`src/fpjs_pkg.sv`:
```
// Shared constants and types for the frame packet image-marker splitter.
`default_nettype none

package fpjs_pkg;

  localparam int BYTE_W    = 8;
  localparam int FRAME_W   = 12;
  localparam int PAYLOAD_W = 11;
  localparam int PTR_W     = 16;
  localparam int SKIP_W    = 4;
  localparam int CFG_IDX_W = 1;

  typedef logic [BYTE_W-1:0]    byte_t;
  typedef logic [FRAME_W-1:0]   frame_len_t;
  typedef logic [PAYLOAD_W-1:0] payload_len_t;
  typedef logic [PTR_W-1:0]     ptr_t;
  typedef logic [SKIP_W-1:0]    skip_t;

  // Configuration register indexes.
  typedef enum logic [CFG_IDX_W-1:0] {
    CFG_FRAME_BYTES   = 1'b0,
    CFG_PAYLOAD_BYTES = 1'b1
  } cfg_idx_t;

  localparam frame_len_t   FRAME_BYTES_RESET   = 12'd1024;
  localparam payload_len_t PAYLOAD_BYTES_RESET = 11'd1003;

  // Frame layout.
  localparam frame_len_t TYPE_OFFSET    = 12'd5;
  localparam frame_len_t PTR_LO_OFFSET  = 12'd19;
  localparam frame_len_t PTR_HI_OFFSET  = 12'd20;
  localparam frame_len_t PAYLOAD_OFFSET = 12'd21;
  localparam byte_t      TYPE_DATA      = 8'd217;

  // Image start marker FF D8 FF E0.
  localparam byte_t MARK_0 = 8'hFF;
  localparam byte_t MARK_1 = 8'hD8;
  localparam byte_t MARK_2 = 8'hFF;
  localparam byte_t MARK_3 = 8'hE0;

  typedef struct packed {
    byte_t out_byte;
    logic  image_start;
  } result_t;

endpackage

`default_nettype wire

```
`src/fpjs_in_if.sv`:
```
// Input byte channel: valid/ready handshake with one raw stream byte.
`default_nettype none

interface fpjs_in_if import fpjs_pkg::*; ();
  logic  valid;
  logic  ready;
  byte_t in_byte;

  modport source (output valid, output in_byte, input ready);
  modport sink   (input valid, input in_byte, output ready);
endinterface

`default_nettype wire

```
`src/fpjs_out_if.sv`:
```
// Result channel: valid/ready handshake with one picture byte and its marker flag.
`default_nettype none

interface fpjs_out_if import fpjs_pkg::*; ();
  logic  valid;
  logic  ready;
  byte_t out_byte;
  logic  image_start;

  modport source (output valid, output out_byte, output image_start, input ready);
  modport sink   (input valid, input out_byte, input image_start, output ready);
endinterface

`default_nettype wire

```
`src/frame_packet_jpeg_splitter_unit.sv`:
```
// Top level: frame deframer, packet header drop, image marker flagging and output buffer.
//
//   Channel   Dir   Handshake        Payload
//   in_ch     in    valid / ready    in_byte (8)
//   out_ch    out   valid / ready    out_byte (8), image_start (1)
//   cfg_*     in    cfg_we           cfg_index (1), cfg_wdata (12)
//
// One input byte is taken per cycle while in_ch.ready is high; a result, if the byte
// makes one, goes to the output register, or to the skid register while the output
// register holds an item not yet taken. Frame position, pointer and header count update
// at the edge that accepts the byte. The two-entry output buffer keeps in_ch.ready
// high while one result waits; it drops only when both are full. Reset is synchronous.
`default_nettype none

module frame_packet_jpeg_splitter_unit import fpjs_pkg::*; #(
  parameter int MAX_FRAME_BYTES     = 2048,
  parameter int PACKET_HEADER_BYTES = 8
) (
  input  wire logic                 clk,
  input  wire logic                 rst_n,
  fpjs_in_if.sink                   in_ch,
  fpjs_out_if.source                out_ch,
  input  wire logic                 cfg_we,
  input  wire logic [CFG_IDX_W-1:0] cfg_index,
  input  wire logic [FRAME_W-1:0]   cfg_wdata
);

  // The frame length register is 12 bits, so the cap only matters below 4096.
  localparam int         LEN_CAP_INT = (MAX_FRAME_BYTES > 4095) ? 4095 : MAX_FRAME_BYTES;
  localparam frame_len_t LEN_CAP     = FRAME_W'(LEN_CAP_INT);
  localparam skip_t      SKIP_RESET  = SKIP_W'(PACKET_HEADER_BYTES % 16);

  frame_len_t   frame_bytes_r;
  payload_len_t payload_bytes_r;

  frame_len_t pos_r, pos_nxt;
  logic       is_data_r, is_data_nxt;
  ptr_t       ptr_r, ptr_nxt;
  skip_t      skip_r, skip_nxt;
  byte_t      win_r [3];
  byte_t      win_nxt [3];
  logic [1:0] fill_r, fill_nxt;

  result_t res_r, skid_r, push_res;
  logic    res_valid_r, skid_valid_r;

  frame_len_t len;
  frame_len_t rel;
  logic       in_fire;
  logic       in_payload;
  logic       packet_byte;
  skip_t      skip_eff;
  logic       push;
  logic       pop;
  logic [FRAME_W:0] pos_inc;

  // Configuration registers.
  always_ff @(posedge clk) begin
    if (!rst_n) begin
      frame_bytes_r   <= FRAME_BYTES_RESET;
      payload_bytes_r <= PAYLOAD_BYTES_RESET;
    end else if (cfg_we) begin
      unique case (cfg_idx_t'(cfg_index))
        CFG_FRAME_BYTES:   frame_bytes_r   <= cfg_wdata;
        CFG_PAYLOAD_BYTES: payload_bytes_r <= cfg_wdata[PAYLOAD_W-1:0];
        default:           frame_bytes_r   <= frame_bytes_r;
      endcase
    end
  end

  assign in_ch.ready = !skid_valid_r;
  assign in_fire     = in_ch.valid && in_ch.ready;

  assign len        = (frame_bytes_r > LEN_CAP) ? LEN_CAP : frame_bytes_r;
  assign rel        = pos_r - PAYLOAD_OFFSET;
  assign in_payload = (pos_r >= PAYLOAD_OFFSET) && (pos_r < len);
  assign packet_byte = in_payload && (rel < {1'b0, payload_bytes_r}) && is_data_r &&
                       (ptr_r <= {{(PTR_W-PAYLOAD_W){1'b0}}, payload_bytes_r});
  // The pointer marks the first byte of a new packet, which restarts the header drop.
  assign skip_eff = ({{(PTR_W-FRAME_W){1'b0}}, rel} == ptr_r) ? SKIP_RESET : skip_r;
  assign pos_inc  = {1'b0, pos_r} + 1'b1;

  always_comb begin
    pos_nxt     = pos_r;
    is_data_nxt = is_data_r;
    ptr_nxt     = ptr_r;
    skip_nxt    = skip_r;
    win_nxt     = win_r;
    fill_nxt    = fill_r;
    push        = 1'b0;
    push_res.out_byte    = win_r[0];
    push_res.image_start = (win_r[0] == MARK_0) && (win_r[1] == MARK_1) &&
                           (win_r[2] == MARK_2) && (in_ch.in_byte == MARK_3);
    if (in_fire) begin
      if (pos_r == TYPE_OFFSET) begin
        is_data_nxt = (in_ch.in_byte == TYPE_DATA);
      end else if (pos_r == PTR_LO_OFFSET) begin
        ptr_nxt[7:0] = in_ch.in_byte;
      end else if (pos_r == PTR_HI_OFFSET) begin
        ptr_nxt[15:8] = in_ch.in_byte;
      end else if (packet_byte) begin
        if (skip_eff != '0) begin
          skip_nxt = skip_eff - 1'b1;
        end else begin
          skip_nxt = skip_eff;
          if (fill_r != 2'd3) begin
            win_nxt[fill_r] = in_ch.in_byte;
            fill_nxt        = fill_r + 1'b1;
          end else begin
            win_nxt[0] = win_r[1];
            win_nxt[1] = win_r[2];
            win_nxt[2] = in_ch.in_byte;
            push       = 1'b1;
          end
        end
      end
      pos_nxt = (pos_inc >= {1'b0, len}) ? '0 : pos_inc[FRAME_W-1:0];
    end
  end

  always_ff @(posedge clk) begin
    if (!rst_n) begin
      pos_r     <= '0;
      is_data_r <= 1'b0;
      ptr_r     <= '0;
      skip_r    <= SKIP_RESET;
      fill_r    <= 2'd0;
    end else begin
      pos_r     <= pos_nxt;
      is_data_r <= is_data_nxt;
      ptr_r     <= ptr_nxt;
      skip_r    <= skip_nxt;
      fill_r    <= fill_nxt;
    end
  end

  always_ff @(posedge clk) begin
    win_r <= win_nxt;
  end

  // Output register with a skid entry behind it.
  assign pop = res_valid_r && out_ch.ready;

  always_ff @(posedge clk) begin
    if (!rst_n) begin
      res_valid_r  <= 1'b0;
      skid_valid_r <= 1'b0;
    end else if (!res_valid_r || pop) begin
      if (skid_valid_r) begin
        res_valid_r  <= 1'b1;
        skid_valid_r <= push;
      end else begin
        res_valid_r  <= push;
      end
    end else if (push) begin
      skid_valid_r <= 1'b1;
    end
  end

  always_ff @(posedge clk) begin
    if (!res_valid_r || pop) begin
      if (skid_valid_r) begin
        res_r  <= skid_r;
        skid_r <= push_res;
      end else begin
        res_r  <= push_res;
      end
    end else if (push) begin
      skid_r <= push_res;
    end
  end

  assign out_ch.valid       = res_valid_r;
  assign out_ch.out_byte    = res_r.out_byte;
  assign out_ch.image_start = res_r.image_start;

endmodule

`default_nettype wire

```
`src/flat_wrapper.sv`:
```
// flat-port wrapper written by rule: the top's interface ports become plain ports
module frame_packet_jpeg_splitter_unit_flat import fpjs_pkg::*;
#(
  parameter int MAX_FRAME_BYTES     = 2048,
  parameter int PACKET_HEADER_BYTES = 8
)
  (clk, rst_n, cfg_we, cfg_index, cfg_wdata, in_ch_valid, in_ch_in_byte, in_ch_ready, out_ch_valid, out_ch_out_byte, out_ch_image_start, out_ch_ready);
  fpjs_in_if in_ch_i ();
  fpjs_out_if out_ch_i ();
  input  wire logic clk;
  input  wire logic rst_n;
  input  wire logic cfg_we;
  input  wire logic [CFG_IDX_W-1:0] cfg_index;
  input  wire logic [FRAME_W-1:0] cfg_wdata;
  input wire logic [$bits(in_ch_i.valid)-1:0] in_ch_valid;
  input wire logic [$bits(in_ch_i.in_byte)-1:0] in_ch_in_byte;
  output wire logic [$bits(in_ch_i.ready)-1:0] in_ch_ready;
  output wire logic [$bits(out_ch_i.valid)-1:0] out_ch_valid;
  output wire logic [$bits(out_ch_i.out_byte)-1:0] out_ch_out_byte;
  output wire logic [$bits(out_ch_i.image_start)-1:0] out_ch_image_start;
  input wire logic [$bits(out_ch_i.ready)-1:0] out_ch_ready;
  assign in_ch_i.valid = in_ch_valid;
  assign in_ch_i.in_byte = in_ch_in_byte;
  assign in_ch_ready = in_ch_i.ready;
  assign out_ch_valid = out_ch_i.valid;
  assign out_ch_out_byte = out_ch_i.out_byte;
  assign out_ch_image_start = out_ch_i.image_start;
  assign out_ch_i.ready = out_ch_ready;
  frame_packet_jpeg_splitter_unit #(.MAX_FRAME_BYTES(MAX_FRAME_BYTES), .PACKET_HEADER_BYTES(PACKET_HEADER_BYTES)) u_core (.clk(clk), .rst_n(rst_n), .in_ch(in_ch_i), .out_ch(out_ch_i), .cfg_we(cfg_we), .cfg_index(cfg_index), .cfg_wdata(cfg_wdata));
endmodule
```
`config.mk`:
```
export PLATFORM = sky130hd
export DESIGN_NAME = frame_packet_jpeg_splitter_unit_flat
export DESIGN_NICKNAME = d
export VERILOG_FILES = /design/src/fpjs_pkg.sv /design/src/fpjs_in_if.sv /design/src/fpjs_out_if.sv /design/src/frame_packet_jpeg_splitter_unit.sv /design/src/flat_wrapper.sv
export SDC_FILE = /design/constraint.sdc
export NUM_CORES = 1
export LEC_CHECK = 0
export BUFFER_PORTS_ARGS = -buffer_cell sky130_fd_sc_hd__buf_2
export CAP_MARGIN = 5
export CORE_MARGIN = 5
export CORE_UTILIZATION = 35
export DETAILED_ROUTE_END_ITERATION = 8
export PLACE_DENSITY = 0.5
export SKIP_LAST_GASP = 1
export SLEW_MARGIN = 20
export SYNTH_ARGS = -nofsm -noshare
export SYNTH_HDL_FRONTEND = slang
export SYNTH_SLANG_ARGS = --single-unit
```
`constraint.sdc`:
```
create_clock -name clk -period 3.7 [get_ports clk]
set_input_delay 0 -clock clk [delete_from_list [all_inputs] [get_ports clk]]
set_output_delay 0 -clock clk [all_outputs]
set_load 0.02 [all_outputs]
```
==> impl_metrics.csv <==
group,metric,value,unit
power_and_ir_drop,irDropWorstVdd,273.8,uV
power_and_ir_drop,power_density,317.1,nW/um^2
worst_setup_path,critPathTopFamily,"simple AND/OR/NAND/NOR gates",
logic_synthesis,synthTopCellsByArea,"edfxtp_1, dfxtp_1, ha_1",
floorplanning,rows,49,
sta,fmax,288.8,MHz
worst_setup_path,reg2reg_depth,13,
sta,maxSlewHeadroom,0.2812,
logic_synthesis,yosys-mux-area-fraction,0.04247,
worst_hold_path,hold_path_class,"in -> reg",
clock_network,root_buffer,"clkbuf_16",
worst_setup_path,timing.rr.end,"u_core.pos_r[10]",
power_and_ir_drop,seq_power_share,0.504,
sta,period_share,0.9357,
logic_synthesis,syn_avg_cell_area,9.402,um^2
power_and_ir_drop,comb_power_share,0.094,
logic_synthesis,synth_cell_types,75,
drt,drc,0,
floorplanning,ioPinCount,37,
global_routing,track_usage,0.1651,
logic_synthesis,synth-compound-area-share,0.1509,
worst_setup_path,cp.buffers_inverters,2,
logic_synthesis,yosysTopAreaCell,"edfxtp_1",
floorplanning,die_y,145.2,um
floorplanning,initial_utilization,0.3559,
sta,period_needed,3.462,ns
worst_setup_path,path_class,"reg -> reg",
clock_network,cts_max_path_buffers,2,
status,status,"finished, final reports clean",
placement,dpl_worst_slack,0.1023,ns
layout,fin_nets,819,
layout,multi_input_area,3725,um^2
global_routing,grt_pass1_wl,28140,um
worst_setup_path,setup.worst_path.end_class,"flop",
worst_hold_path,hold_depth,3,
drt,drt_first_pass_iters,6,
clock_network,clkTransAtPathRegs,0.08,ns
worst_setup_path,r2r_start,"u_core.pos_r[0]",
worst_setup_path,crit_arrival,3.75,ns
drt,vias,5147,
drt,vias_per_cell,5.295,
layout,seq_area,2464,um^2
logic_synthesis,synthesis.area,6394,um^2
drt,drtIter0Drc,218,
clock_network,clock_latency,0.36,ns
layout,n_fill_cell,1793,
sta,worst_slack,0.2380,ns
logic_synthesis,ys_seq_elements,102,
drt,wl_per_cell,17.88,um
sta,finalClockSkew,0.01080,ns
sta,whs,0.02714,ns
placement,gp_congestion,0.9291,
logic_synthesis,synth.top_cell.area_share,0.1973,
drt,wl,17380,um
logic_synthesis,synth_xor_xnor_area_share,0.05108,
worst_setup_path,crit_path_start_kind,"flop",
sta,worstMarginPinSlew,1.078,ns
power_and_ir_drop,internal-power,1741,uW
global_routing,grt_pass1_vias,5291,
logic_synthesis,synth_fa_ha_area_frac,0.1076,
logic_synthesis,synth_top_flop_cell,"dfxtp_1",
power_and_ir_drop,p_clk_frac,0.402,
floorplanning,coreArea,17960,um^2
global_routing,grt_max_degree,69,
clock_network,htreeDepth,3,
logic_synthesis,synth_top_family_by_area,"simple AND/OR/NAND/NOR gates",
worst_setup_path,required,3.99,ns
logic_synthesis,synth-seq-area-share,0.3851,
layout,area_growth_syn_to_layout,16.09,%
placement,portBuffers,36,
worst_hold_path,min_delay_worst_endpoint,"u_core.ptr_r[6]",
sta,finalSetupViolCount,0,
logic_synthesis,synth_edf_count,42,
clock_network,numCtsBuffers,9,
sta,setup_tns,0,ns
worst_setup_path,r2r_slack,0.24,ns
layout,antenna_cells,0,
worst_setup_path,crit_chain,"buf_4 -> ha_1 -> and3_1 -> and3_1 -> and3_1 -> xor2_1 -> ha_1 -> a211o_1 -> nor3b_1 -> a31oi_1 -> buf_4 -> or3b_1 -> a21boi_1",
logic_synthesis,postSynth.asyncResetShare,0,
run,cap_viol_max_count,0,
sta,hold_viol,0,
sta,rsz0062_at_grt,"true",
logic_synthesis,syn_inst,680,
global_routing,overflow,0,
power_and_ir_drop,p_switching,612.6,uW
logic_synthesis,synth-simple-area-share,0.2268,
worst_setup_path,cp_slowest_cell,"or3b_1",
worst_setup_path,cp_max_fo,9,
clock_network,cts_tree,"done",
drt,ant_nets,0,
floorplanning,die_width,145.2,um
clock_network,cts.sinks,102,
logic_synthesis,syn-num-nets,761,
power_and_ir_drop,power.share.switching,0.2603,
sta,final_max_slew_viol_count,0,
logic_synthesis,yosys_warnings,0,
worst_hold_path,hp-start,"in_ch_in_byte[6]",
floorplanning,die-area,21070,um^2
placement,dp_hpwl,13510,um
layout,drive_gt1_frac,0.1602,
worst_setup_path,crit_top_cell,"and3_1",
power_and_ir_drop,p_leak,0.003056,uW
worst_setup_path,crit_path_max_incr_delay,0.36,ns
global_routing,antenna_found_initial,0,
sequential cells by signal (all words and copies together) (netlist names):
signal and cells:
u_core.payload_bytes_r 11, u_core.push_res 8, u_core.skid_r 9, u_core.out_ch.image_start 1, u_core.out_ch.out_byte 8, u_core.is_data_r 1
u_core.out_ch.valid 1, u_core.frame_bytes_r 12, u_core.win_r 16, u_core.fill_r 2, u_core.ptr_r 16, u_core.skip_r 4
u_core.pos_r 12, u_core.skid_valid_r 1
layer usage:
layer,up-vias,track usage,share of wire
li1,2561,-,-
met1,2466,0.1952,0.44
met2,97,0.2994,0.51
met3,23,0.03524,0.031
met4,0,0.04991,0.022
met5,-,0,0
power by group through the flow:
stage | Combinational (uW) | Sequential (uW) | Clock (uW)
6_report | 222 | 1190 | 946
5_1_grt | 247 | 1190 | 1020
3_5_place_dp | 212 | 1210 | 0
4_1_cts | 223 | 1190 | 977
2_1_floorplan | 129 | 1210 | 0
3_3_place_gp | 207 | 1210 | 0
worst min-delay path, delay by kind of cell:
family | cells | cell delay [ns]
buffers and inverters | 1 | 0.16
muxes | 1 | 0.09
and+or+nand+nor | 1 | 0.09
placed cells by master (no fill, tap or decap), types with 4 or more instances in the layout:
cell and count:
nor2b_1 36, a21oi_1 10, xor2_1 15, o21ai_0 30
dfxtp_1 59, buf_2 36, nand3_1 16, dlygate4sd3_1 12
buf_4 31, o2111ai_1 5, xnor3_1 4, clkbuf_16 9
nor4_1 5, and3_1 11, xnor2_1 12, a21boi_0 20
o211ai_1 9, nand2b_1 11, ha_1 54, nand4_1 10
nor3_1 8, nor2_1 23, mux2_2 9, nand4b_1 6
and2_1 8, nand2_1 116, edfxtp_1 42, mux2i_1 17
o21a_1 9, inv_1 23
how the worst max path moves through the flow:
| stage | start | end | slack, ns | cells after the start |
|---|---|---|---|---|
| floorplan | u_core.pos_r[0] | u_core.win_r[0] | 0.05 | 12 |
| global placement | u_core.pos_r[1] | u_core.skid_r[2] | 0.16 | 14 |
| detailed placement | u_core.pos_r[1] | u_core.skid_r[1] | 0.10 | 14 |
| CTS | u_core.pos_r[1] | u_core.skid_r[2] | 0.07 | 14 |
| global route | u_core.pos_r[0] | u_core.pos_r[10] | -0.007 | 13 |
| finish | u_core.pos_r[0] | u_core.pos_r[10] | 0.24 | 13 |
area by class of cell:
cell class | count | share of cell area
clock buffers | 9 | 0.03034
well taps | 229 | 0.03860
clock inverters | 7 | 0.008429
flip-flops and latches | 102 | 0.3319
repair buffers | 81 | 0.07721
inverters | 23 | 0.01163
multi-input cells | 521 | 0.5019
Yosys cell counts, drive strengths merged (3+ instances only):
| master | number |
|---|---|
| a211o | 3 |
| a211oi | 3 |
| a21boi | 22 |
| a21o | 3 |
| a21oi | 12 |
| a221o | 3 |
| a31o | 4 |
| and2 | 8 |
| and3 | 11 |
| buf | 12 |
| clkbuf | 22 |
| dfxtp | 60 |
| edfxtp | 42 |
| ha | 55 |
| inv | 23 |
| mux2 | 9 |
| mux2i | 17 |
| nand2 | 116 |
| nand2b | 11 |
| nand3 | 18 |
| nand3b | 3 |
| nand4 | 12 |
| nand4b | 6 |
| nor2 | 25 |
| nor2b | 36 |
| nor3 | 8 |
| nor4 | 9 |
| o2111ai | 5 |
| o211ai | 10 |
| o21a | 9 |
| o21ai | 34 |
| o311a | 3 |
| or3 | 3 |
| or4 | 4 |
| xnor2 | 12 |
| xnor3 | 4 |
| xor2 | 15 |
kinds of logic after synthesis:
group	Yosys count
AOI/OAI and AO/OA	132
adders and majority gates	55
muxes	26
and+or+nand+nor	277
DFF	102
xor gates and xnor gates	31
buffers and inverters	57
stage by stage:
step	cell area [um^2]	total power [uW]	util	cells
3_5_place_dp	6982	1424	0.3887	943
2_1_floorplan	6394	1340	-	680
5_1_grt	7422	2454	0.4132	972
4_1_cts	7390	2385	0.4114	971
3_3_place_gp	6982	1419	0.3887	943
6_report	7422	2353	0.4132	972
what timing repair did:
action                     4_1_cts  5_1_grt
hold endpoints to repair        23        0
hold buffers                    12        0
setup buffers                    0        1
resized for setup                0        8
setup endpoints to repair        0       36
(Power assumes the default switching activity.)
